==> src/rtl/amdfs_pkg.sv <==
// Package of the depth-first order unit: field widths, codes and control structs.
// Depends on nothing; every other source file of the block but the defines header imports it.
`timescale 1ns / 1ps
`default_nettype none

package amdfs_pkg;

   localparam int NODE_W              = 6;
   localparam int FUNC_W              = 2;
   localparam int STATUS_W            = 2;
   localparam int COUNT_W             = 7;
   localparam int CSR_ADDR_W          = 3;
   localparam int CSR_DATA_W          = 32;
   localparam int NODES_DEFAULT       = 64;
   localparam int STACK_DEPTH_DEFAULT = 256;

   localparam logic [COUNT_W-1:0] NODE_COUNT_RESET = 7'd64;

   // Register select bit of the configuration address (byte address 4*i).
   localparam logic CSR_IDX_NODE_COUNT = 1'b0;

   typedef enum logic [FUNC_W-1:0] {
      FUNC_ADD_EDGE = 2'd0,
      FUNC_TRAVERSE = 2'd1,
      FUNC_CLEAR    = 2'd2,
      FUNC_NOP      = 2'd3
   } func_type;

   typedef enum logic [STATUS_W-1:0] {
      STATUS_OK       = 2'd0,
      STATUS_RANGE    = 2'd1,
      STATUS_OVERFLOW = 2'd2
   } status_type;

   typedef struct packed {
      logic rd_en;
      logic wr_en;
      logic clear_all;
   } adj_ctrl_type;

   typedef struct packed {
      logic rd_en;
      logic wr_en;
   } stk_ctrl_type;

endpackage

`default_nettype wire

==> src/rtl/amdfs_seq.sv <==
// Sequencer of the depth-first order unit: edge loads, stack pops and the
// neighbour scan that pushes one candidate per cycle. Depends on amdfs_pkg.
`timescale 1ns / 1ps
`default_nettype none

module amdfs_seq #(
   parameter int NODES       = amdfs_pkg::NODES_DEFAULT,
   parameter int STACK_DEPTH = amdfs_pkg::STACK_DEPTH_DEFAULT
) (
   input  logic                           clock,
   input  logic                           reset,
   input  logic [amdfs_pkg::COUNT_W-1:0]  node_count,
   input  logic                           req_valid,
   output logic                           req_ready,
   input  logic [amdfs_pkg::FUNC_W-1:0]   req_func,
   input  logic [amdfs_pkg::NODE_W-1:0]   req_from,
   input  logic [amdfs_pkg::NODE_W-1:0]   req_to,
   input  logic                           res_free,
   output logic                           res_valid,
   output logic [amdfs_pkg::NODE_W-1:0]   res_node,
   output logic                           res_last,
   output logic [amdfs_pkg::STATUS_W-1:0] res_status,
   output amdfs_pkg::adj_ctrl_type        adj_ctrl,
   output logic [amdfs_pkg::NODE_W-1:0]   adj_addr,
   output logic [NODES-1:0]               adj_wdata,
   input  logic [NODES-1:0]               adj_rdata,
   output amdfs_pkg::stk_ctrl_type        stk_ctrl,
   output logic [$clog2(STACK_DEPTH)-1:0] stk_waddr,
   output logic [$clog2(STACK_DEPTH)-1:0] stk_raddr,
   output logic [amdfs_pkg::NODE_W-1:0]   stk_wdata,
   input  logic [amdfs_pkg::NODE_W-1:0]   stk_rdata
);
   import amdfs_pkg::*;

   localparam int ADDR_W = $clog2(NODES);
   localparam int SP_W   = $clog2(STACK_DEPTH);
   localparam int FILL_W = $clog2(STACK_DEPTH + 1);

   typedef enum logic [5:0] {
      ST_IDLE = 6'b000001,
      ST_EDGE = 6'b000010,
      ST_POP  = 6'b000100,
      ST_NODE = 6'b001000,
      ST_LOAD = 6'b010000,
      ST_SCAN = 6'b100000
   } state_type;

   // Highest set bit of the candidate word.
   function automatic logic [ADDR_W-1:0] top_index(input logic [NODES-1:0] bits);
      logic [ADDR_W-1:0] idx;
      idx = '0;
      for (int i = 0; i < NODES; i++) begin
         if (bits[i]) begin
            idx = ADDR_W'(i);
         end
      end
      return idx;
   endfunction

   state_type         state_ff, state_in;
   logic [NODES-1:0]  visited_ff, visited_in;
   logic [NODES-1:0]  cand_ff, cand_in;
   logic [FILL_W-1:0] fill_ff, fill_in;
   logic              overflow_ff, overflow_in;
   logic              pend_valid_ff, pend_valid_in;
   logic [NODE_W-1:0] pend_node_ff, pend_node_in;
   logic [NODE_W-1:0] edge_from_ff, edge_from_in;
   logic [NODE_W-1:0] edge_to_ff, edge_to_in;

   logic [COUNT_W-1:0] n_eff;
   logic [NODES-1:0]   live_mask;
   logic               accept;
   logic               from_bad;
   logic               to_bad;
   logic [ADDR_W-1:0]  v_idx;
   logic               v_seen;
   logic [ADDR_W-1:0]  scan_idx;
   logic               stack_full;
   logic [FILL_W-1:0]  fill_dec;

   // A count of zero acts as one node, anything above NODES acts as NODES.
   always_comb begin
      if (node_count == '0) begin
         n_eff = COUNT_W'(1);
      end else if (node_count > COUNT_W'(NODES)) begin
         n_eff = COUNT_W'(NODES);
      end else begin
         n_eff = node_count;
      end
      for (int i = 0; i < NODES; i++) begin
         live_mask[i] = (COUNT_W'(i) < n_eff);
      end
   end

   assign req_ready  = (state_ff == ST_IDLE) && res_free;
   assign accept     = req_valid && req_ready;
   assign from_bad   = (COUNT_W'(req_from) >= n_eff);
   assign to_bad     = (COUNT_W'(req_to) >= n_eff);
   assign v_idx      = stk_rdata[ADDR_W-1:0];
   assign v_seen     = visited_ff[v_idx];
   assign scan_idx   = top_index(cand_ff);
   assign stack_full = (fill_ff == FILL_W'(STACK_DEPTH));
   assign fill_dec   = fill_ff - FILL_W'(1);

   always_comb begin
      state_in      = state_ff;
      visited_in    = visited_ff;
      cand_in       = cand_ff;
      fill_in       = fill_ff;
      overflow_in   = overflow_ff;
      pend_valid_in = pend_valid_ff;
      pend_node_in  = pend_node_ff;
      edge_from_in  = edge_from_ff;
      edge_to_in    = edge_to_ff;
      res_valid     = 1'b0;
      res_node      = '0;
      res_last      = 1'b0;
      res_status    = STATUS_OK;
      adj_ctrl      = '0;
      adj_addr      = '0;
      adj_wdata     = '0;
      stk_ctrl      = '0;
      stk_waddr     = fill_ff[SP_W-1:0];
      stk_raddr     = fill_dec[SP_W-1:0];
      stk_wdata     = '0;

      case (state_ff)
         ST_IDLE: begin
            if (accept) begin
               case (req_func)
                  FUNC_ADD_EDGE: begin
                     if (from_bad || to_bad) begin
                        res_valid  = 1'b1;
                        res_last   = 1'b1;
                        res_status = STATUS_RANGE;
                     end else begin
                        adj_ctrl.rd_en = 1'b1;
                        adj_addr       = req_from;
                        edge_from_in   = req_from;
                        edge_to_in     = req_to;
                        state_in       = ST_EDGE;
                     end
                  end
                  FUNC_TRAVERSE: begin
                     if (from_bad) begin
                        res_valid  = 1'b1;
                        res_last   = 1'b1;
                        res_status = STATUS_RANGE;
                     end else begin
                        visited_in     = '0;
                        overflow_in    = 1'b0;
                        pend_valid_in  = 1'b0;
                        stk_ctrl.wr_en = 1'b1;
                        stk_waddr      = '0;
                        stk_wdata      = req_from;
                        fill_in        = FILL_W'(1);
                        state_in       = ST_POP;
                     end
                  end
                  FUNC_CLEAR: begin
                     adj_ctrl.clear_all = 1'b1;
                  end
                  default: begin
                  end
               endcase
            end
         end
         ST_EDGE: begin
            adj_ctrl.wr_en = 1'b1;
            adj_addr       = edge_from_ff;
            adj_wdata      = adj_rdata | (NODES'(1) << edge_to_ff[ADDR_W-1:0]);
            state_in       = ST_IDLE;
         end
         ST_POP: begin
            if (fill_ff == '0) begin
               // Stack drained: the held node is the final result.
               if (res_free) begin
                  res_valid     = 1'b1;
                  res_node      = pend_node_ff;
                  res_last      = 1'b1;
                  res_status    = overflow_ff ? STATUS_OVERFLOW : STATUS_OK;
                  pend_valid_in = 1'b0;
                  state_in      = ST_IDLE;
               end
            end else begin
               stk_ctrl.rd_en = 1'b1;
               fill_in        = fill_dec;
               state_in       = ST_NODE;
            end
         end
         ST_NODE: begin
            if (!(!v_seen && pend_valid_ff && !res_free)) begin
               if (!v_seen) begin
                  visited_in[v_idx] = 1'b1;
                  if (pend_valid_ff) begin
                     res_valid = 1'b1;
                     res_node  = pend_node_ff;
                  end
                  pend_node_in  = stk_rdata;
                  pend_valid_in = 1'b1;
               end
               adj_ctrl.rd_en = 1'b1;
               adj_addr       = stk_rdata;
               state_in       = ST_LOAD;
            end
         end
         ST_LOAD: begin
            cand_in  = adj_rdata & live_mask & ~visited_ff;
            state_in = ST_SCAN;
         end
         ST_SCAN: begin
            if (cand_ff == '0) begin
               state_in = ST_POP;
            end else begin
               cand_in[scan_idx] = 1'b0;
               if (stack_full) begin
                  overflow_in = 1'b1;
               end else begin
                  stk_ctrl.wr_en = 1'b1;
                  stk_wdata      = NODE_W'(scan_idx);
                  fill_in        = fill_ff + FILL_W'(1);
               end
            end
         end
         default: begin
            state_in = ST_IDLE;
         end
      endcase
   end

   always_ff @(posedge clock) begin
      if (reset) begin
         state_ff      <= ST_IDLE;
         visited_ff    <= '0;
         fill_ff       <= '0;
         overflow_ff   <= 1'b0;
         pend_valid_ff <= 1'b0;
      end else begin
         state_ff      <= state_in;
         visited_ff    <= visited_in;
         fill_ff       <= fill_in;
         overflow_ff   <= overflow_in;
         pend_valid_ff <= pend_valid_in;
      end
   end

   always_ff @(posedge clock) begin
      cand_ff      <= cand_in;
      pend_node_ff <= pend_node_in;
      edge_from_ff <= edge_from_in;
      edge_to_ff   <= edge_to_in;
   end

endmodule

`default_nettype wire

==> config.mk <==
export PLATFORM = sky130hd
export DESIGN_NAME = amdfs_seq
export DESIGN_NICKNAME = d
export VERILOG_FILES = /design/src/rtl/amdfs_pkg.sv /design/src/rtl/amdfs_seq.sv
export SDC_FILE = /design/constraint.sdc
export NUM_CORES = 1
export LEC_CHECK = 0
export BUFFER_PORTS_ARGS = -buffer_cell sky130_fd_sc_hd__buf_4
export CAP_MARGIN = 20
export CORE_ASPECT_RATIO = 0.9
export CORE_MARGIN = 2
export CORE_UTILIZATION = 35
export DETAILED_ROUTE_END_ITERATION = 10
export SYNTH_ARGS = -nofsm -noshare
export SYNTH_HDL_FRONTEND = slang
export SYNTH_SLANG_ARGS = --single-unit
==> constraint.sdc <==
create_clock -name clock -period 5.05 [get_ports clock]
set_clock_uncertainty 0.05 [all_clocks]
set_input_delay 0.2525 -clock clock [delete_from_list [all_inputs] [get_ports clock]]
set_output_delay 0.2525 -clock clock [all_outputs]
set_load 0.1 [all_outputs]
==> reports/results.ini <==
[outcome]
status=complete, no violations

[critical_path]
crit_required_ps=4750
worstSetupPathType=flip-flop to output port
cp-end-kind=output port
start_kind=flip-flop
slowest_delay_ps=610
crit_chain=nor4_1 > nand4_1 > nor3_4 > a21oi_1 > and2_1 > or2_2 > buf_4
crit_buf_inv=1
cp_max_fo=7
slowest_stage=nor4_1
cp_top_family=simple AND/OR/NAND/NOR gates
cp.arrival_ps=3690

[sta]
max_slew_margin_pct=22.3
hold_viol=0
max_slew.worst_pin.slew_ps=1140
rsz0062_at_grt=no
tns_ps=0
drv_slew=0
period_share_pct=79.0
period_needed_ps=3990
max_freq_mhz=251
setup_violations=0

[global_route]
track_usage_pct=30.2
grt_pass1_wl_mm=73.0
grt_pass1_vias=11241
overflow=0
grt_start_max_net_pins=65
antenna_found_initial=2

[clock_network]
clockBufferDepth=2
cts_setup_buffers=0
cts_tree=done
clk_latency_ps=450
cts-root-buf=clkbuf_16
cts_buffers=17
clock-sinks=163
cts.clk_slew.worst_paths_ps=70
cts_max_level=4

[layout]
multi_input_area_mm2=0.00645
fin_nets=1650
seq_area_mm2=0.00408
final_core_util_pct=44.2
area_growth_pct=24.3
fillers=3120
drive_gt1_share_pct=19.8
final_cells=1966

[yosys]
async_reset_ff_share_pct=0
ys_seq_elements=163
synth_top_area_share_pct=22.4
syn_area_per_cell_um2=8.09
syn-instance-count=1358
syn_area_mm2=0.0110
synth_cell_types=81
synth_fp_nets=1467
synth_area_leaders=edfxtp_1 22%, dfxtp_1 15%, a21oi_1 6.2%, nor2_1 5.5%, nand2_1 5.2%
synth_largest_area_cell=edfxtp_1
yosys_warnings=0
yosysSeqAreaShare_pct=37.2
synth-edff-count=82
ys.flop_type=edfxtp_1

[detailed_routing]
via_count=12055
wl_per_cell_um=25.5
drt_iter0_drc=1537
routed_wirelength_mm=50.1
firstDrtPassIters=8
via_per_inst=6.13
drc=0
drtAntennaViolNets=0

[power_and_ir_drop]
power_density_mw_per_mm2=335
peakVddDrop_mv=0.316
p_leak_uw=0.00524

[placement]
dp_cells=1921
place_hpwl_mm=38.4
portBuffers=202
gp_congestion=0.945

[die]
start_util_pct=35.6
dieArea_mm2=0.0328
die_w_um=191
core-area_mm2=0.0309
row_count=61
die_h_um=172
ios=203

[worst_hold_path]
hold_class=primary input to flip-flop

[job]
maxCapViolCount=0

-- cell usage in the layout, fill, tap and decap left out, drive strengths merged, types with 22 or more instances in the layout --
cell / synthesis / layout
buf: 16 / 223
nor2: 161 / 161
nand2: 153 / 153
a21oi: 138 / 138
o21ai: 108 / 108
edfxtp: 82 / 82
dfxtp: 81 / 81
inv: 56 / 64
nor3: 35 / 35
nor4: 31 / 31
nor2b: 28 / 28
nand3b: 25 / 25
nand4b: 25 / 25
nand3: 22 / 22
-- power by group --
group	switching, µW	internal [µW]
Sequential	43.2	1420
Combinational	1290	411
Clock	629	791
Total	1960	2620
-- cells in the mapped netlist, types with 14 or more instances --
| cell | count |
|---|---|
| o21ai_0 | 49 |
| o31ai_1 | 16 |
| a31oi_1 | 19 |
| inv_1 | 56 |
| nand2_1 | 153 |
| nand3b_1 | 25 |
| edfxtp_1 | 82 |
| nor3_1 | 34 |
| nand3_1 | 22 |
| dfxtp_1 | 81 |
| nor2_1 | 161 |
| clkbuf_1 | 53 |
| nor4_1 | 31 |
| o21ai_1 | 59 |
| ha_1 | 14 |
| nand2b_1 | 19 |
| a21oi_1 | 137 |
| nor2b_1 | 28 |
| nand4b_1 | 24 |
-- metrics by stage --
step | setup slack (ps) | hold slack [ps] | total power (µW) | area [µm²]
6_report | 1060 | 21.3 | 4580 | 13700
5_1_grt | 846 | 13.8 | 4710 | 13700
3_3_place_gp | 1230 | 396 | 3160 | 12900
4_1_cts | 1100 | 9.82 | 4560 | 13600
3_5_place_dp | 1150 | 402 | 3160 | 12900
2_1_floorplan | 581 | 301 | 2720 | 11000
-- worst paths after layout --
path / startpoint / depth (start not counted) / slack [ps] / endpoint
worst max register to register: cand_ff[48] / 7 / 1550 / fill_ff[2]
worst min-delay path: req_from[0] / 1 / 20 / edge_from_ff[0]
worst max-delay path: cand_ff[48] / 7 / 1060 / stk_ctrl[0]
worst min register to register: visited_ff[8] / 2 / 410 / visited_ff[8]
-- flip-flops by register name (all words and copies together) (netlist names) --
register,cells
pend_node_ff,6
edge_from_ff,6
visited_ff,64
fill_ff,9
overflow_ff,1
state_ff,6
edge_to_ff,6
cand_ff,64
pend_valid_ff,1
-- repair_timing --
| action | 4_1_cts | 5_1_grt |
|---|---|---|
| hold buffers | 9 | 0 |
| endpoints found under the hold margin | 9 | 0 |
| resized for setup | 0 | 0 |
-- area by class of cell --
class | instances | share of cell area, %
multi-input cells | 1070 | 47.2
flip-flops and latches | 163 | 29.9
repair buffers | 233 | 13.0
well taps | 409 | 3.75
clock buffers | 19 | 3.40
inverters | 56 | 1.54
clock inverters | 13 | 1.17
diodes | 3 | 0.0550
-- routing by layer --
layer	global-route usage [%]	wire length, µm	vias to the layer above
met3	6.45	4970	115
met4	12.9	2130	0
met2	45.1	21800	725
met1	42.0	21200	5729
met5	0	0	-
li1	-	-	5486
-- logic make-up (layout without fill, tap and decap cells) --
family / after synthesis / count (layout) / synth area share (%)
XOR/XNOR: 9 / 9 / 0.717
AO/OA/AOI/OAI: 429 / 429 / 25.0
buffers and inverters: 125 / 321 / 4.51
adder cells (fa/ha/maj): 14 / 14 / 1.59
other: 0 / 3 / 0
AND/OR/NAND/NOR: 597 / 597 / 28.5
multiplexers: 21 / 21 / 2.48
flip-flops: 163 / 163 / 37.2
-- worst reg2reg max path, delay by kind of cell (launching register included) --
kind             cells  cell delay, ps
flip-flops           1             510
AO/OA/AOI/OAI        2             940
AND/OR/NAND/NOR      5            1880
Power figures use the tool's default switching activity.
